<file path="src/design/mips_subset_single_cycle_core_assert.svh">
// Assertion macros shared by the core. Each one checks a property on the rising
// edge of aclk. Checks made with MSSC_ASSERT are disabled while aresetn is low.
`ifndef MIPS_SUBSET_SINGLE_CYCLE_CORE_ASSERT_SVH
`define MIPS_SUBSET_SINGLE_CYCLE_CORE_ASSERT_SVH

// Checked property that is disabled while reset is asserted.
`define MSSC_ASSERT(label, prop, msg) \
    label: assert property (@(posedge aclk) disable iff (!aresetn) prop) else $error(msg);

// Checked property that also runs during reset.
`define MSSC_ASSERT_ALWAYS(label, prop, msg) \
    label: assert property (@(posedge aclk) prop) else $error(msg);

`endif

</file>
<file path="src/design/mssc_pkg.sv">
`timescale 1ns / 1ps

package mssc_pkg;

    // Default depth of the data memory, in words.
    localparam int DATA_WORDS_DEFAULT = 32;

    // Request types.
    localparam logic [1:0] REQ_EXEC     = 2'd0;
    localparam logic [1:0] REQ_LOAD_REG = 2'd1;
    localparam logic [1:0] REQ_LOAD_MEM = 2'd2;
    localparam logic [1:0] REQ_RESERVED = 2'd3;

    // Opcodes and R-type function codes.
    localparam logic [5:0] OP_RTYPE = 6'd0;
    localparam logic [5:0] OP_BEQ   = 6'd4;
    localparam logic [5:0] OP_LW    = 6'd35;
    localparam logic [5:0] OP_SW    = 6'd43;
    localparam logic [5:0] FN_SUB   = 6'd34;
    localparam logic [5:0] FN_SLT   = 6'd42;

    // Status codes.
    localparam logic [1:0] ST_DONE  = 2'd0;
    localparam logic [1:0] ST_UNSUP = 2'd1;
    localparam logic [1:0] ST_RANGE = 2'd2;

    // Input item.
    typedef struct packed {
        logic [1:0]          req_type;
        logic [31:0]         instr;
        logic [4:0]          load_index;
        logic signed [31:0]  load_value;
    } in_item_t;

    // Result item.
    typedef struct packed {
        logic [31:0]         next_pc;
        logic                reg_written;
        logic [4:0]          reg_index;
        logic signed [31:0]  reg_value;
        logic                mem_written;
        logic [6:0]          mem_byte_address;
        logic signed [31:0]  mem_value;
        logic [1:0]          status;
        logic [31:0]         executed_count;
    } out_item_t;

endpackage

</file>
<file path="src/design/mips_subset_single_cycle_core.sv">
// Core for the MIPS subset lw, sw, sub, slt and beq, plus preloads of a register or
// a data memory word. It takes one item per clock and keeps taking items at that
// rate while the output is not stalled. The item is held in the operand stage and
// then moves into the result register. The register file is read when the item is
// taken. The data memory is read and written when the item moves into the result
// register. Results that are not yet in the register file are forwarded, so
// dependent instructions never stall. The result register decouples the two sides,
// and outside the clearing sweep the input only waits when both the operand stage
// and the result register are full and m_ready is low. After reset, a clearing
// sweep zeroes the register file and data memory, with s_ready low while it runs.
`timescale 1ns / 1ps
`include "mips_subset_single_cycle_core_assert.svh"

module mips_subset_single_cycle_core #(
    parameter int DATA_WORDS = mssc_pkg::DATA_WORDS_DEFAULT
) (
    input  logic                aclk,
    input  logic                aresetn,
    input  logic                s_valid,
    output logic                s_ready,
    input  mssc_pkg::in_item_t  s_payload,
    output logic                m_valid,
    input  logic                m_ready,
    output mssc_pkg::out_item_t m_payload
);

    localparam int AW    = $clog2(DATA_WORDS);
    localparam int CLR_N = (DATA_WORDS > 32) ? DATA_WORDS : 32;
    localparam int CW    = $clog2(CLR_N + 1);

    // Storage.
    logic [31:0] rf_mem [32];
    logic [31:0] dmem [DATA_WORDS];

    // Clearing sweep.
    logic [CW-1:0] clr_cnt_reg;
    logic          clearing;

    // Operand stage.
    logic                s1_valid_reg;
    mssc_pkg::in_item_t  s1_reg;
    logic [31:0]         rs_data_reg;
    logic [31:0]         rt_data_reg;

    // Result stage.
    logic                m_valid_reg;
    mssc_pkg::out_item_t res_reg;
    logic                res_load_reg;
    logic                wb_pending_reg;
    logic [31:0]         mem_rdata_reg;

    // Architectural counters.
    logic [31:0] pc_reg;
    logic [31:0] count_reg;

    // Handshake.
    logic advance;
    logic accept;

    // Writeback.
    logic        wb_we;
    logic        wb_fwd;
    logic [4:0]  wb_idx;
    logic [31:0] wb_val;

    // Operand read selection.
    logic [4:0]  rs_sel;
    logic [4:0]  rt_sel;
    logic [31:0] rs_data_next;
    logic [31:0] rt_data_next;

    // Execute stage.
    logic [5:0]          op;
    logic [5:0]          funct;
    logic [4:0]          rs;
    logic [4:0]          rt;
    logic [4:0]          rd;
    logic [31:0]         imm_sext;
    logic [31:0]         opa;
    logic [31:0]         opb;
    logic [31:0]         pc4;
    logic [31:0]         addr;
    logic                addr_ok;
    mssc_pkg::out_item_t s1_res;
    logic                s1_load;
    logic                mem_we;
    logic                mem_re;
    logic [AW-1:0]       mem_widx;
    logic [31:0]         mem_wdata;
    logic [31:0]         pc_next;
    logic                cnt_inc;
    logic [31:0]         count_next;

    assign clearing = (clr_cnt_reg < CW'(CLR_N));

    assign advance = s1_valid_reg && (!m_valid_reg || m_ready);
    assign s_ready = !clearing && (!s1_valid_reg || advance);
    assign accept  = s_valid && s_ready;
    assign m_valid = m_valid_reg;

    // Writeback happens in the cycle after an item enters the result register.
    assign wb_fwd = wb_pending_reg && res_reg.reg_written;
    assign wb_we  = wb_fwd;
    assign wb_idx = res_reg.reg_index;
    assign wb_val = res_load_reg ? mem_rdata_reg : $unsigned(res_reg.reg_value);

    // Result output with the loaded word merged in.
    always_comb begin
        m_payload           = res_reg;
        m_payload.reg_value = $signed(wb_val);
    end

    // Sweep counter runs once after reset.
    always_ff @(posedge aclk) begin
        if (!aresetn) begin
            clr_cnt_reg <= '0;
        end else if (clearing) begin
            clr_cnt_reg <= clr_cnt_reg + CW'(1);
        end
    end

    // Register file write port.
    always_ff @(posedge aclk) begin
        if (clearing) begin
            if (clr_cnt_reg < CW'(32)) begin
                rf_mem[clr_cnt_reg[4:0]] <= '0;
            end
        end else if (wb_we) begin
            rf_mem[wb_idx] <= wb_val;
        end
    end

    // The operand registers read on accept and snoop writes that land later.
    assign rs_sel = accept ? s_payload.instr[25:21] : s1_reg.instr[25:21];
    assign rt_sel = accept ? s_payload.instr[20:16] : s1_reg.instr[20:16];

    always_comb begin
        if (wb_we && wb_idx == rs_sel) begin
            rs_data_next = wb_val;
        end else if (accept) begin
            rs_data_next = rf_mem[rs_sel];
        end else begin
            rs_data_next = rs_data_reg;
        end
        if (wb_we && wb_idx == rt_sel) begin
            rt_data_next = wb_val;
        end else if (accept) begin
            rt_data_next = rf_mem[rt_sel];
        end else begin
            rt_data_next = rt_data_reg;
        end
    end

    always_ff @(posedge aclk) begin
        rs_data_reg <= rs_data_next;
        rt_data_reg <= rt_data_next;
        if (accept) begin
            s1_reg <= s_payload;
        end
    end

    always_ff @(posedge aclk) begin
        if (!aresetn) begin
            s1_valid_reg <= 1'b0;
        end else if (accept) begin
            s1_valid_reg <= 1'b1;
        end else if (advance) begin
            s1_valid_reg <= 1'b0;
        end
    end

    // Decode fields of the item in the operand stage.
    assign op       = s1_reg.instr[31:26];
    assign rs       = s1_reg.instr[25:21];
    assign rt       = s1_reg.instr[20:16];
    assign rd       = s1_reg.instr[15:11];
    assign funct    = s1_reg.instr[5:0];
    assign imm_sext = {{16{s1_reg.instr[15]}}, s1_reg.instr[15:0]};

    // Forward the result still waiting for writeback.
    assign opa = (wb_fwd && wb_idx == rs) ? wb_val : rs_data_reg;
    assign opb = (wb_fwd && wb_idx == rt) ? wb_val : rt_data_reg;

    assign pc4     = pc_reg + 32'd4;
    assign addr    = opa + imm_sext;
    assign addr_ok = ({2'b00, addr[31:2]} < 32'(DATA_WORDS));

    // Execute and build the result.
    always_comb begin
        s1_res    = '0;
        s1_load   = 1'b0;
        mem_we    = 1'b0;
        mem_re    = 1'b0;
        mem_widx  = '0;
        mem_wdata = '0;
        pc_next   = pc_reg;
        cnt_inc   = 1'b0;
        unique case (s1_reg.req_type)
            mssc_pkg::REQ_LOAD_REG: begin
                if (s1_reg.load_index != 5'd0) begin
                    s1_res.reg_written = 1'b1;
                    s1_res.reg_index   = s1_reg.load_index;
                    s1_res.reg_value   = s1_reg.load_value;
                end
            end
            mssc_pkg::REQ_LOAD_MEM: begin
                if (32'(s1_reg.load_index) < 32'(DATA_WORDS)) begin
                    mem_we                  = 1'b1;
                    mem_widx                = AW'(s1_reg.load_index);
                    mem_wdata               = s1_reg.load_value;
                    s1_res.mem_written      = 1'b1;
                    s1_res.mem_byte_address = {s1_reg.load_index, 2'b00};
                    s1_res.mem_value        = s1_reg.load_value;
                end else begin
                    s1_res.status = mssc_pkg::ST_RANGE;
                end
            end
            mssc_pkg::REQ_RESERVED: begin
                s1_res.status = mssc_pkg::ST_UNSUP;
            end
            mssc_pkg::REQ_EXEC: begin
                pc_next = pc4;
                unique case (op)
                    mssc_pkg::OP_RTYPE: begin
                        unique case (funct)
                            mssc_pkg::FN_SUB: begin
                                cnt_inc = 1'b1;
                                if (rd != 5'd0) begin
                                    s1_res.reg_written = 1'b1;
                                    s1_res.reg_index   = rd;
                                    s1_res.reg_value   = $signed(opa - opb);
                                end
                            end
                            mssc_pkg::FN_SLT: begin
                                cnt_inc = 1'b1;
                                if (rd != 5'd0) begin
                                    s1_res.reg_written = 1'b1;
                                    s1_res.reg_index   = rd;
                                    s1_res.reg_value   =
                                        {31'd0, ($signed(opa) < $signed(opb))};
                                end
                            end
                            default: begin
                                s1_res.status = mssc_pkg::ST_UNSUP;
                            end
                        endcase
                    end
                    mssc_pkg::OP_BEQ: begin
                        cnt_inc = 1'b1;
                        if (opa == opb) begin
                            pc_next = pc4 + {imm_sext[29:0], 2'b00};
                        end
                    end
                    mssc_pkg::OP_LW: begin
                        cnt_inc                 = 1'b1;
                        s1_res.mem_byte_address = addr[6:0];
                        if (!addr_ok) begin
                            s1_res.status = mssc_pkg::ST_RANGE;
                        end else begin
                            mem_re   = 1'b1;
                            mem_widx = AW'(addr[31:2]);
                            if (rt != 5'd0) begin
                                s1_res.reg_written = 1'b1;
                                s1_res.reg_index   = rt;
                                s1_load            = 1'b1;
                            end
                        end
                    end
                    mssc_pkg::OP_SW: begin
                        cnt_inc                 = 1'b1;
                        s1_res.mem_byte_address = addr[6:0];
                        if (!addr_ok) begin
                            s1_res.status = mssc_pkg::ST_RANGE;
                        end else begin
                            mem_we             = 1'b1;
                            mem_widx           = AW'(addr[31:2]);
                            mem_wdata          = opb;
                            s1_res.mem_written = 1'b1;
                            s1_res.mem_value   = $signed(opb);
                        end
                    end
                    default: begin
                        s1_res.status = mssc_pkg::ST_UNSUP;
                    end
                endcase
            end
            default: begin
                s1_res.status = mssc_pkg::ST_UNSUP;
            end
        endcase
        s1_res.next_pc        = pc_next;
        s1_res.executed_count = count_next;
    end

    assign count_next = count_reg + {31'd0, cnt_inc};

    // Data memory: clearing sweep, then one access per advancing item.
    always_ff @(posedge aclk) begin
        if (clearing) begin
            if (clr_cnt_reg < CW'(DATA_WORDS)) begin
                dmem[clr_cnt_reg[AW-1:0]] <= '0;
            end
        end else if (advance && mem_we) begin
            dmem[mem_widx] <= mem_wdata;
        end
        if (advance && mem_re) begin
            mem_rdata_reg <= dmem[mem_widx];
        end
    end

    // Result register payload.
    always_ff @(posedge aclk) begin
        if (advance) begin
            res_reg      <= s1_res;
            res_load_reg <= s1_load;
        end
    end

    // Result control, program counter and instruction count.
    always_ff @(posedge aclk) begin
        if (!aresetn) begin
            m_valid_reg    <= 1'b0;
            wb_pending_reg <= 1'b0;
            pc_reg         <= '0;
            count_reg      <= '0;
        end else begin
            wb_pending_reg <= advance;
            if (advance) begin
                m_valid_reg <= 1'b1;
                pc_reg      <= pc_next;
                count_reg   <= count_next;
            end else if (m_ready) begin
                m_valid_reg <= 1'b0;
            end
        end
    end

    // A pending writeback always belongs to the item shown at the output.
    `MSSC_ASSERT(a_wb_has_result, wb_pending_reg |-> m_valid_reg, "writeback without result")

    // Register zero is only ever written by the clearing sweep.
    `MSSC_ASSERT(a_no_r0_write, wb_we |-> (wb_idx != 5'd0), "write to register zero")

    // The instruction count grows by at most one per cycle.
    `MSSC_ASSERT(a_count_step, 1'b1 |=> ((count_reg - $past(count_reg)) <= 32'd1), "count jumped")

    // An item in the operand stage moves on when the result register is free.
    `MSSC_ASSERT(a_s1_moves, (s1_valid_reg && !m_valid_reg) |=> m_valid_reg, "operand stage stuck")

endmodule
</file>
<file path="config.mk">
export PLATFORM = sky130hd
export DESIGN_NAME = mips_subset_single_cycle_core
export DESIGN_NICKNAME = d
export VERILOG_FILES = /design/src/design/mssc_pkg.sv /design/src/design/mips_subset_single_cycle_core.sv
export VERILOG_INCLUDE_DIRS = /design/src /design/src/design
export SDC_FILE = /design/constraint.sdc
export NUM_CORES = 2
export LEC_CHECK = 0
export BUFFER_PORTS_ARGS = -buffer_cell sky130_fd_sc_hd__buf_2
export CAP_MARGIN = 20
export CORE_UTILIZATION = 30
export DETAILED_ROUTE_END_ITERATION = 8
export PLACE_DENSITY_LB_ADDON = 0.3
export SLEW_MARGIN = 10
export SYNTH_ARGS = -nofsm -noshare
export SYNTH_HDL_FRONTEND = slang
export SYNTH_SLANG_ARGS = --single-unit
</file>
<file path="constraint.sdc">
create_clock -name aclk -period 8.8 [get_ports aclk]
set_input_delay 1.32 -clock aclk [delete_from_list [all_inputs] [get_ports aclk]]
set_output_delay 1.32 -clock aclk [all_outputs]
set_load 0.03 [all_outputs]
</file>
## Word level (Yosys, flattened, before mapping)

Memory sizes are Yosys's and may differ from the RTL's. A register that Yosys moved wholly into a read port is not among the register bits.
Cells that the tools add are included.
Widths: inputs -> output; s select.

| storage, ports and cells | value |
|---|---|
| register bits after elaboration | 353 |
| RAM bits | 2,048 |
| input bits | 75 |
| output and inout bits | 146 |
| logic and storage cells | 136 |
| memories | 2 |

Memory list:

| memory | depth | width | rd ports | clocked after memory_dff | write ports | line | RTL |
|---|---|---|---|---|---|---|---|
| dmem | 32 | 32 | 1 | 1 | 1 | mips_subset_single_cycle_core.sv:33 | `logic [31:0] dmem [DATA_WORDS];` |
| rf_mem | 32 | 32 | 2 | 0 | 1 | mips_subset_single_cycle_core.sv:32 | `logic [31:0] rf_mem [32];` |

| operators by class | value |
|---|---|
| $add $sub $neg | 6 |
| magnitude comparators | 3 |
| equal/unequal tests | 13 |
| multiplexer cells | 60 |
| reduce and logical (&&, ||, !) cells | 30 |

Operators by type and width:

| operator | count |
|---|---|
| $mux 32 | 15 |
| $pmux 38 s2 | 2 |
| $mux 38 | 3 |
| $pmux 40 s2 | 1 |
| $add 32x32->32 | 2 |
| $pmux 32 s2 | 1 |
| $reduce_or 32->1 | 2 |
| $add 32x1->32 | 1 |
| $add 32x3->32 const B | 1 |
| $eq 32x32->1 | 1 |
| $lt 32x32->1 | 1 |
| $sub 32x32->32 | 1 |
| $lt 30x6->1 const B | 1 |
| $mux 5 | 6 |
| $eq 6x6->1 const B | 4 |
| $mux 1 | 22 |
| $eq 5x5->1 | 4 |
| $reduce_bool 5->1 | 3 |
| $mux 6 | 2 |
| $pmux 6 s2 | 1 |
| $logic_and 1x1->1 | 10 |
| $pmux 5 s2 | 1 |
| $reduce_bool 2->1 | 4 |
| $mux 7 | 1 |
| 16 further kinds | 22 |

## Longest topological paths before layout

| logic depth | value |
|---|---|
| depth in word-level cells | 14 |
| depth in mapped cells | 28 |
| mapped depth without buffers | 23 |

## Worst setup path before layout

No wires, ideal clock.

| timing path | value |
|---|---|
| kind | register -> register |
| start | register res_reg, in the netlist wb_idx[4] |
| end | memory dmem[17][0], enable pin |
| library setup time | 502 ps |
| data arrival time | 8,681 ps |
| setup slack | -383 ps |
| stages on the path, launching flop included | 26 |
| path buffers | 4 |
| clock period less this slack | 9,183 ps |
| cell sequence | edfxtp_1 buf_4 xor2_1 nor4_2 nand4_2 o21ai_0 ha_1 inv_1 fa_1 nand2b_1 a21oi_2 o2111ai_1 a31oi_2 o2111ai_1 o2bb2ai_1 or3b_1 a221o_1 or2_1 buf_2 or4_1 buf_6 a21o_1 nand2_1 o21ai_2 buf_2 nor4_1 |

| between the ends | value |
|---|---|
| longest elaborated chain between the ends | 14 |
| elaborated cells between the ends (all ways) | 18 |
| classes of those cells | add/sub (1); order compare (1); eq/ne (1); mux (12); reduce/logical (3) |

Ends and longest elaborated chain:

| what | line | RTL |
|---|---|---|
| start, declared | mips_subset_single_cycle_core.sv:47 | `mssc_pkg::out_item_t res_reg;` |
| start signal, assigned | mips_subset_single_cycle_core.sv:314 | `res_reg <= s1_res;` |
| $eq 5x5->1 * | mips_subset_single_cycle_core.sv:181 | `assign opa = (wb_fwd && wb_idx == rs) ? wb_val : rs_data_reg;` |
| $logic_and 1x1->1 * | mips_subset_single_cycle_core.sv:181 |  |
| $mux 32 * | mips_subset_single_cycle_core.sv:181 |  |
| $add 32x32->32 * | mips_subset_single_cycle_core.sv:185 | `assign addr = opa + imm_sext;` |
| $lt 30x6->1 | mips_subset_single_cycle_core.sv:186 | `assign addr_ok = ({2'b00, addr[31:2]} < 32'(DATA_WORDS));` |
| $mux 1 | mips_subset_single_cycle_core.sv:272 | `if (!addr_ok) begin` |
| $mux 1 | mips_subset_single_cycle_core.sv:223 | `unique case (op)` |
| $pmux 1 s2 | mips_subset_single_cycle_core.sv:198 | `unique case (s1_reg.req_type)` |
| $logic_and 1x1->1 | mips_subset_single_cycle_core.sv:303 | `end else if (advance && mem_we) begin` |
| $mux 1 | mips_subset_single_cycle_core.sv:303 |  |
| $mux 1 | mips_subset_single_cycle_core.sv:299 | `if (clearing) begin` |
| $mux 1 (implied by the code) | mips_subset_single_cycle_core.sv:304 | `dmem[mem_widx] <= mem_wdata;` |
| $reduce_or 32->1 (no line) | n/a |  |
| $mux 5 (no line) / $mux 1 (equally long branches) | n/a |  |
| end, declared | mips_subset_single_cycle_core.sv:33 |  |

Mark *: on every way between the ends. The rest lies on a longest branch, timed or not.

## Worst setup path after layout

| timing path | value |
|---|---|
| start | register s1_reg, in the netlist rs[2] |
| end | memory dmem[17][15], enable pin |

| between the ends | value |
|---|---|
| longest elaborated chain between the ends | 14 |
| elaborated cells between the ends (all ways) | 18 |
| classes of those cells | add/sub (1); order compare (1); eq/ne (1); mux (12); reduce/logical (3) |

Ends and longest elaborated chain:

| what | line | RTL |
|---|---|---|
| start, declared | mips_subset_single_cycle_core.sv:41 | `mssc_pkg::in_item_t s1_reg;` |
| start signal, assigned | mips_subset_single_cycle_core.sv:158 | `s1_reg <= s_payload;` |
| $eq 5x5->1 * | mips_subset_single_cycle_core.sv:181 |  |
| $logic_and 1x1->1 * | mips_subset_single_cycle_core.sv:181 |  |
| $mux 32 * | mips_subset_single_cycle_core.sv:181 |  |
| $add 32x32->32 * | mips_subset_single_cycle_core.sv:185 |  |
| $lt 30x6->1 | mips_subset_single_cycle_core.sv:186 |  |
| $mux 1 | mips_subset_single_cycle_core.sv:272 |  |
| $mux 1 | mips_subset_single_cycle_core.sv:223 |  |
| $pmux 1 s2 | mips_subset_single_cycle_core.sv:198 |  |
| $logic_and 1x1->1 | mips_subset_single_cycle_core.sv:303 |  |
| $mux 1 | mips_subset_single_cycle_core.sv:303 |  |
| $mux 1 | mips_subset_single_cycle_core.sv:299 |  |
| $mux 1 (implied by the code) | mips_subset_single_cycle_core.sv:304 |  |
| $reduce_or 32->1 (no line) | n/a |  |
| $mux 5 (no line) / $mux 1 (equally long branches) | n/a |  |

Marks and branches as above.

==> flow_metrics.tcl <==
set metrics [dict create \
    cp-end-kind "flip-flop" \
    clk_pin_slew_ns 0.06 \
    ys_types 90 \
    rsz0062_at_grt "false" \
    cpMostUsedCell "buf_4" \
    setup_violations 0 \
    grt_overflow 0 \
    clk_latency_ns 0.92 \
    min_to "count_reg[0]$_SDFFE_PN0P_" \
    async_flop_share 0 \
    grt_max_degree 103 \
    ys.flop_type "edfxtp_1" \
    hold_violations 0 \
    power_density_nw_per_um2 190 \
    first_global_vias 68900 \
    ios 221 \
    final_cells 12800 \
    worstRegToRegCells 24 \
    hpwl_mm 236 \
    r2r_start "rs[2]$_DFFE_PP_" \
    critPathArrivalTime_ns 9.04 \
    status "complete, no violations" \
    syn_avg_cell_area_um2 14.7 \
    clock-sinks 2429 \
    cts_root_buf "clkbuf_16" \
    relSlewSlack 0.191 \
    drtPass1Iterations 6 \
    combPwrFrac 0.013 \
    synth_top_cell_area_share 0.642 \
    worstPathCellList "xor2_1 > nor4_2 > nand4_4 > buf_4 > o21ai_0 > ha_1 > inv_1 > fa_1 > nand2b_1 > a21oi_2 > o2111ai_1 > a31oi_2 > o2111ai_1 > o2bb2ai_1 > or3b_1 > a221o_1 > or2_1 > or4_2 > buf_4 > a21o_1 > nand2_1 > nand2_2 > nor4_2 > buf_4" \
    wire_per_inst_um 29.5 \
    drcViolationCount 0 \
    cts_buffer_depth 4 \
    final_nets 7929 \
    area_growth_syn_to_layout_pct 15.6 \
    synth-seq-cells 2429 \
    gp_routability_congestion 0.928 \
    worstSetupPathType "flip-flop to flip-flop" \
    first_iter_violations 7817 \
    cts.htree.levels 5 \
    start_util 0.302 \
    hold_path_class "flip-flop to flip-flop" \
    cap_violations 0 \
    power.share.sequential 0.523 \
    grt_pass1_wl_mm 527 \
    cts_tree "done" \
    die_area_um2 370000 \
    total_power_mw 24.2 \
    hold_path.startpoint "count_reg[0]$_SDFFE_PN0P_" \
    core_um2 366000 \
    ys_seq_area_frac 0.655 \
    viasPerCell 5.51 \
    internal-power_mw 19.2 \
    syn-instance-count 7510 \
    rows 222 \
    finalMaxSlewViolations 0 \
    power.share.clock 0.463 \
    start_kind "flip-flop" \
    worstReg2RegEnd "dmem[17][15]$_DFFE_PP_" \
    grtUsageTotal 0.198 \
    dieWidth_um 608 \
    p_leak_nw 43.4 \
    vdd_drop_max_mv 0.145 \
    drt-total-wl_mm 377 \
    die_h_um 608 \
    skew_ns 0.0685 \
    p_switching_mw 5.02 \
    layout-drive-gt1-share 0.203 \
    antenna_left 0 \
    num_vias 70400 \
    ff2ff_setup_slack_ns 0.28 \
    io_buffers 218 \
    period_share 0.968 \
    yosysWarnings 0 \
    yosys-top-cells-area "edfxtp_1 64%, mux4_2 10%, nand2_1 4.0%" \
    yosys.area.top_type "edfxtp_1" \
    critPathSlowestCell "or4_2" \
    tightest_slew_ns 1.20 \
    crit_path_max_fanout 34 \
    finalCriticalPeriod_ns 8.52 \
    crit_required_ns 9.32 \
    whs_path_depth 2 \
    holdWs_ns 0.459 \
    cts_buffers 273 \
    cts_hold_buf 0 \
    max_stage_delay_ns 0.85 \
    sw_frac_of_total 0.207 \
    n_fill_cell 34700 \
    max_freq_ghz 0.117 \
    dp_cells 12300 \
    synth_edf_count 2358 \
    antenna_found_initial 18 \
    netlist_area_um2 110000 \
]
[worst max-delay path, delay by kind of cell, from the launching register on]
| family | cells | cell delay [ns] |
|---|---|---|
| DFF | 1 | 0.46 |
| buffers and inverters | 4 | 1.12 |
| AOI/OAI and AO/OA | 8 | 2.21 |
| xor gates and xnor gates | 1 | 0.20 |
| adders and majority gates | 2 | 0.68 |
| and+or+nand+nor | 9 | 3.39 |
[layout make-up]
type                    count  area, µm²  share of cell area
repair buffers            563       4320              0.0339
flip-flops and latches   2429      72200               0.566
diodes                      9       22.5            0.000177
clock buffers             346       7340              0.0575
well taps                4816       6030              0.0473
multi-input cells        4398      35900               0.282
clock inverters           148       1310              0.0103
inverters                  84        325             0.00255
[through the flow]
| stage | TNS (ns) | setup slack (ns) | cell area (µm²) | utilization |
|---|---|---|---|---|
| global placement | -0.177 | -0.177 | 118000 | 0.324 |
| floorplan | -176.82 | -0.383 | 110000 | - |
| detailed placement | 0 | 0.364 | 119000 | 0.324 |
| global route | 0 | 0.0140 | 127000 | 0.349 |
| finish | 0 | 0.278 | 128000 | 0.349 |
| CTS | 0 | 0.255 | 127000 | 0.348 |
[power groups by stage]
stage | Sequential [mW] | Clock [mW] | Combinational [mW]
global placement | 12.9 | 0 | 0.315
CTS | 12.7 | 11.4 | 0.322
finish | 12.7 | 11.2 | 0.326
detailed placement | 12.9 | 0 | 0.321
floorplan | 12.9 | 0 | 0.149
global route | 12.7 | 11.8 | 0.339
[routing by layer]
metal / track usage / share of wire
met5: 0 / 0.00012
met4: 0.102 / 0.058
met3: 0.0319 / 0.073
met2: 0.317 / 0.47
met1: 0.258 / 0.40
[timing repair]
action                     4_1_cts  5_1_grt
resized for setup                0        4
setup buffers                    0        7
setup endpoints to repair        0       76
[cell families (layout without fill, tap and decap cells)]
family                   after synthesis  in the layout  share of synthesized area
buffers and inverters                684           1141                     0.0280
multiplexers                         956            956                      0.145
AO/OA/AOI/OAI                       1117           1117                     0.0656
AND/OR/NAND/NOR                     2046           2046                     0.0811
adder cells (fa/ha/maj)              105            105                     0.0121
flip-flops                          2429           2429                      0.655
other                                  1             11                  0.0000340
XOR/XNOR                             172            172                     0.0137
[cells in the final DEF (no fill, tap or decap), drive strengths merged, types with 13 or more instances in the layout]
cell / count
a211oi: 13
nor2b: 17
clkinv: 113
nand3: 183
and2: 51
o21ai: 152
clkbuf: 347
xnor2: 78
nand2: 1177
mux4: 512
inv: 96
a21o: 39
edfxtp: 2358
xor2: 94
a21oi: 366
nor3: 33
buf: 562
nor4: 73
and3: 99
bufinv: 18
dfxtp: 71
a22o: 24
a31oi: 92
or3: 14
ha: 102
nor2: 321
a32oi: 128
a311oi: 67
nand2b: 15
mux2i: 437
o22ai: 129
nand4: 29
[cells in the mapped netlist (all sizes together) (15+ instances only)]
master	instances
and2	51
dfxtp	71
o22ai	129
nor2b	17
mux2i	437
a311oi	67
edfxtp	2358
a21oi	366
buf	276
ha	102
nor2	321
a31oi	92
mux4	512
o21ai	152
nor3	33
nor4	73
xor2	94
nand2b	15
nand2	1177
xnor2	78
a32oi	128
and3	99
clkbuf	324
inv	84
a21o	39
a22o	24
nand4	29
nand3	183
[worst max path at each step]
stage                   startpoint                          end  slack [ns]  cells past startpoint
6_report           rs[2]$_DFFE_PP_       dmem[17][15]$_DFFE_PP_        0.28                     24
4_1_cts            rs[2]$_DFFE_PP_       dmem[16][12]$_DFFE_PP_        0.26                     24
3_5_place_dp       rs[4]$_DFFE_PP_       dmem[16][12]$_DFFE_PP_        0.36                     24
2_1_floorplan  wb_idx[4]$_DFFE_PP_        dmem[17][0]$_DFFE_PP_       -0.38                     25
3_3_place_gp       rs[4]$_DFFE_PP_  mem_rdata_reg[14]$_DFFE_PP_       -0.18                     21
5_1_grt            rs[2]$_DFFE_PP_       dmem[17][15]$_DFFE_PP_        0.01                     24
Note: power is estimated with default switching activity, not from simulation.
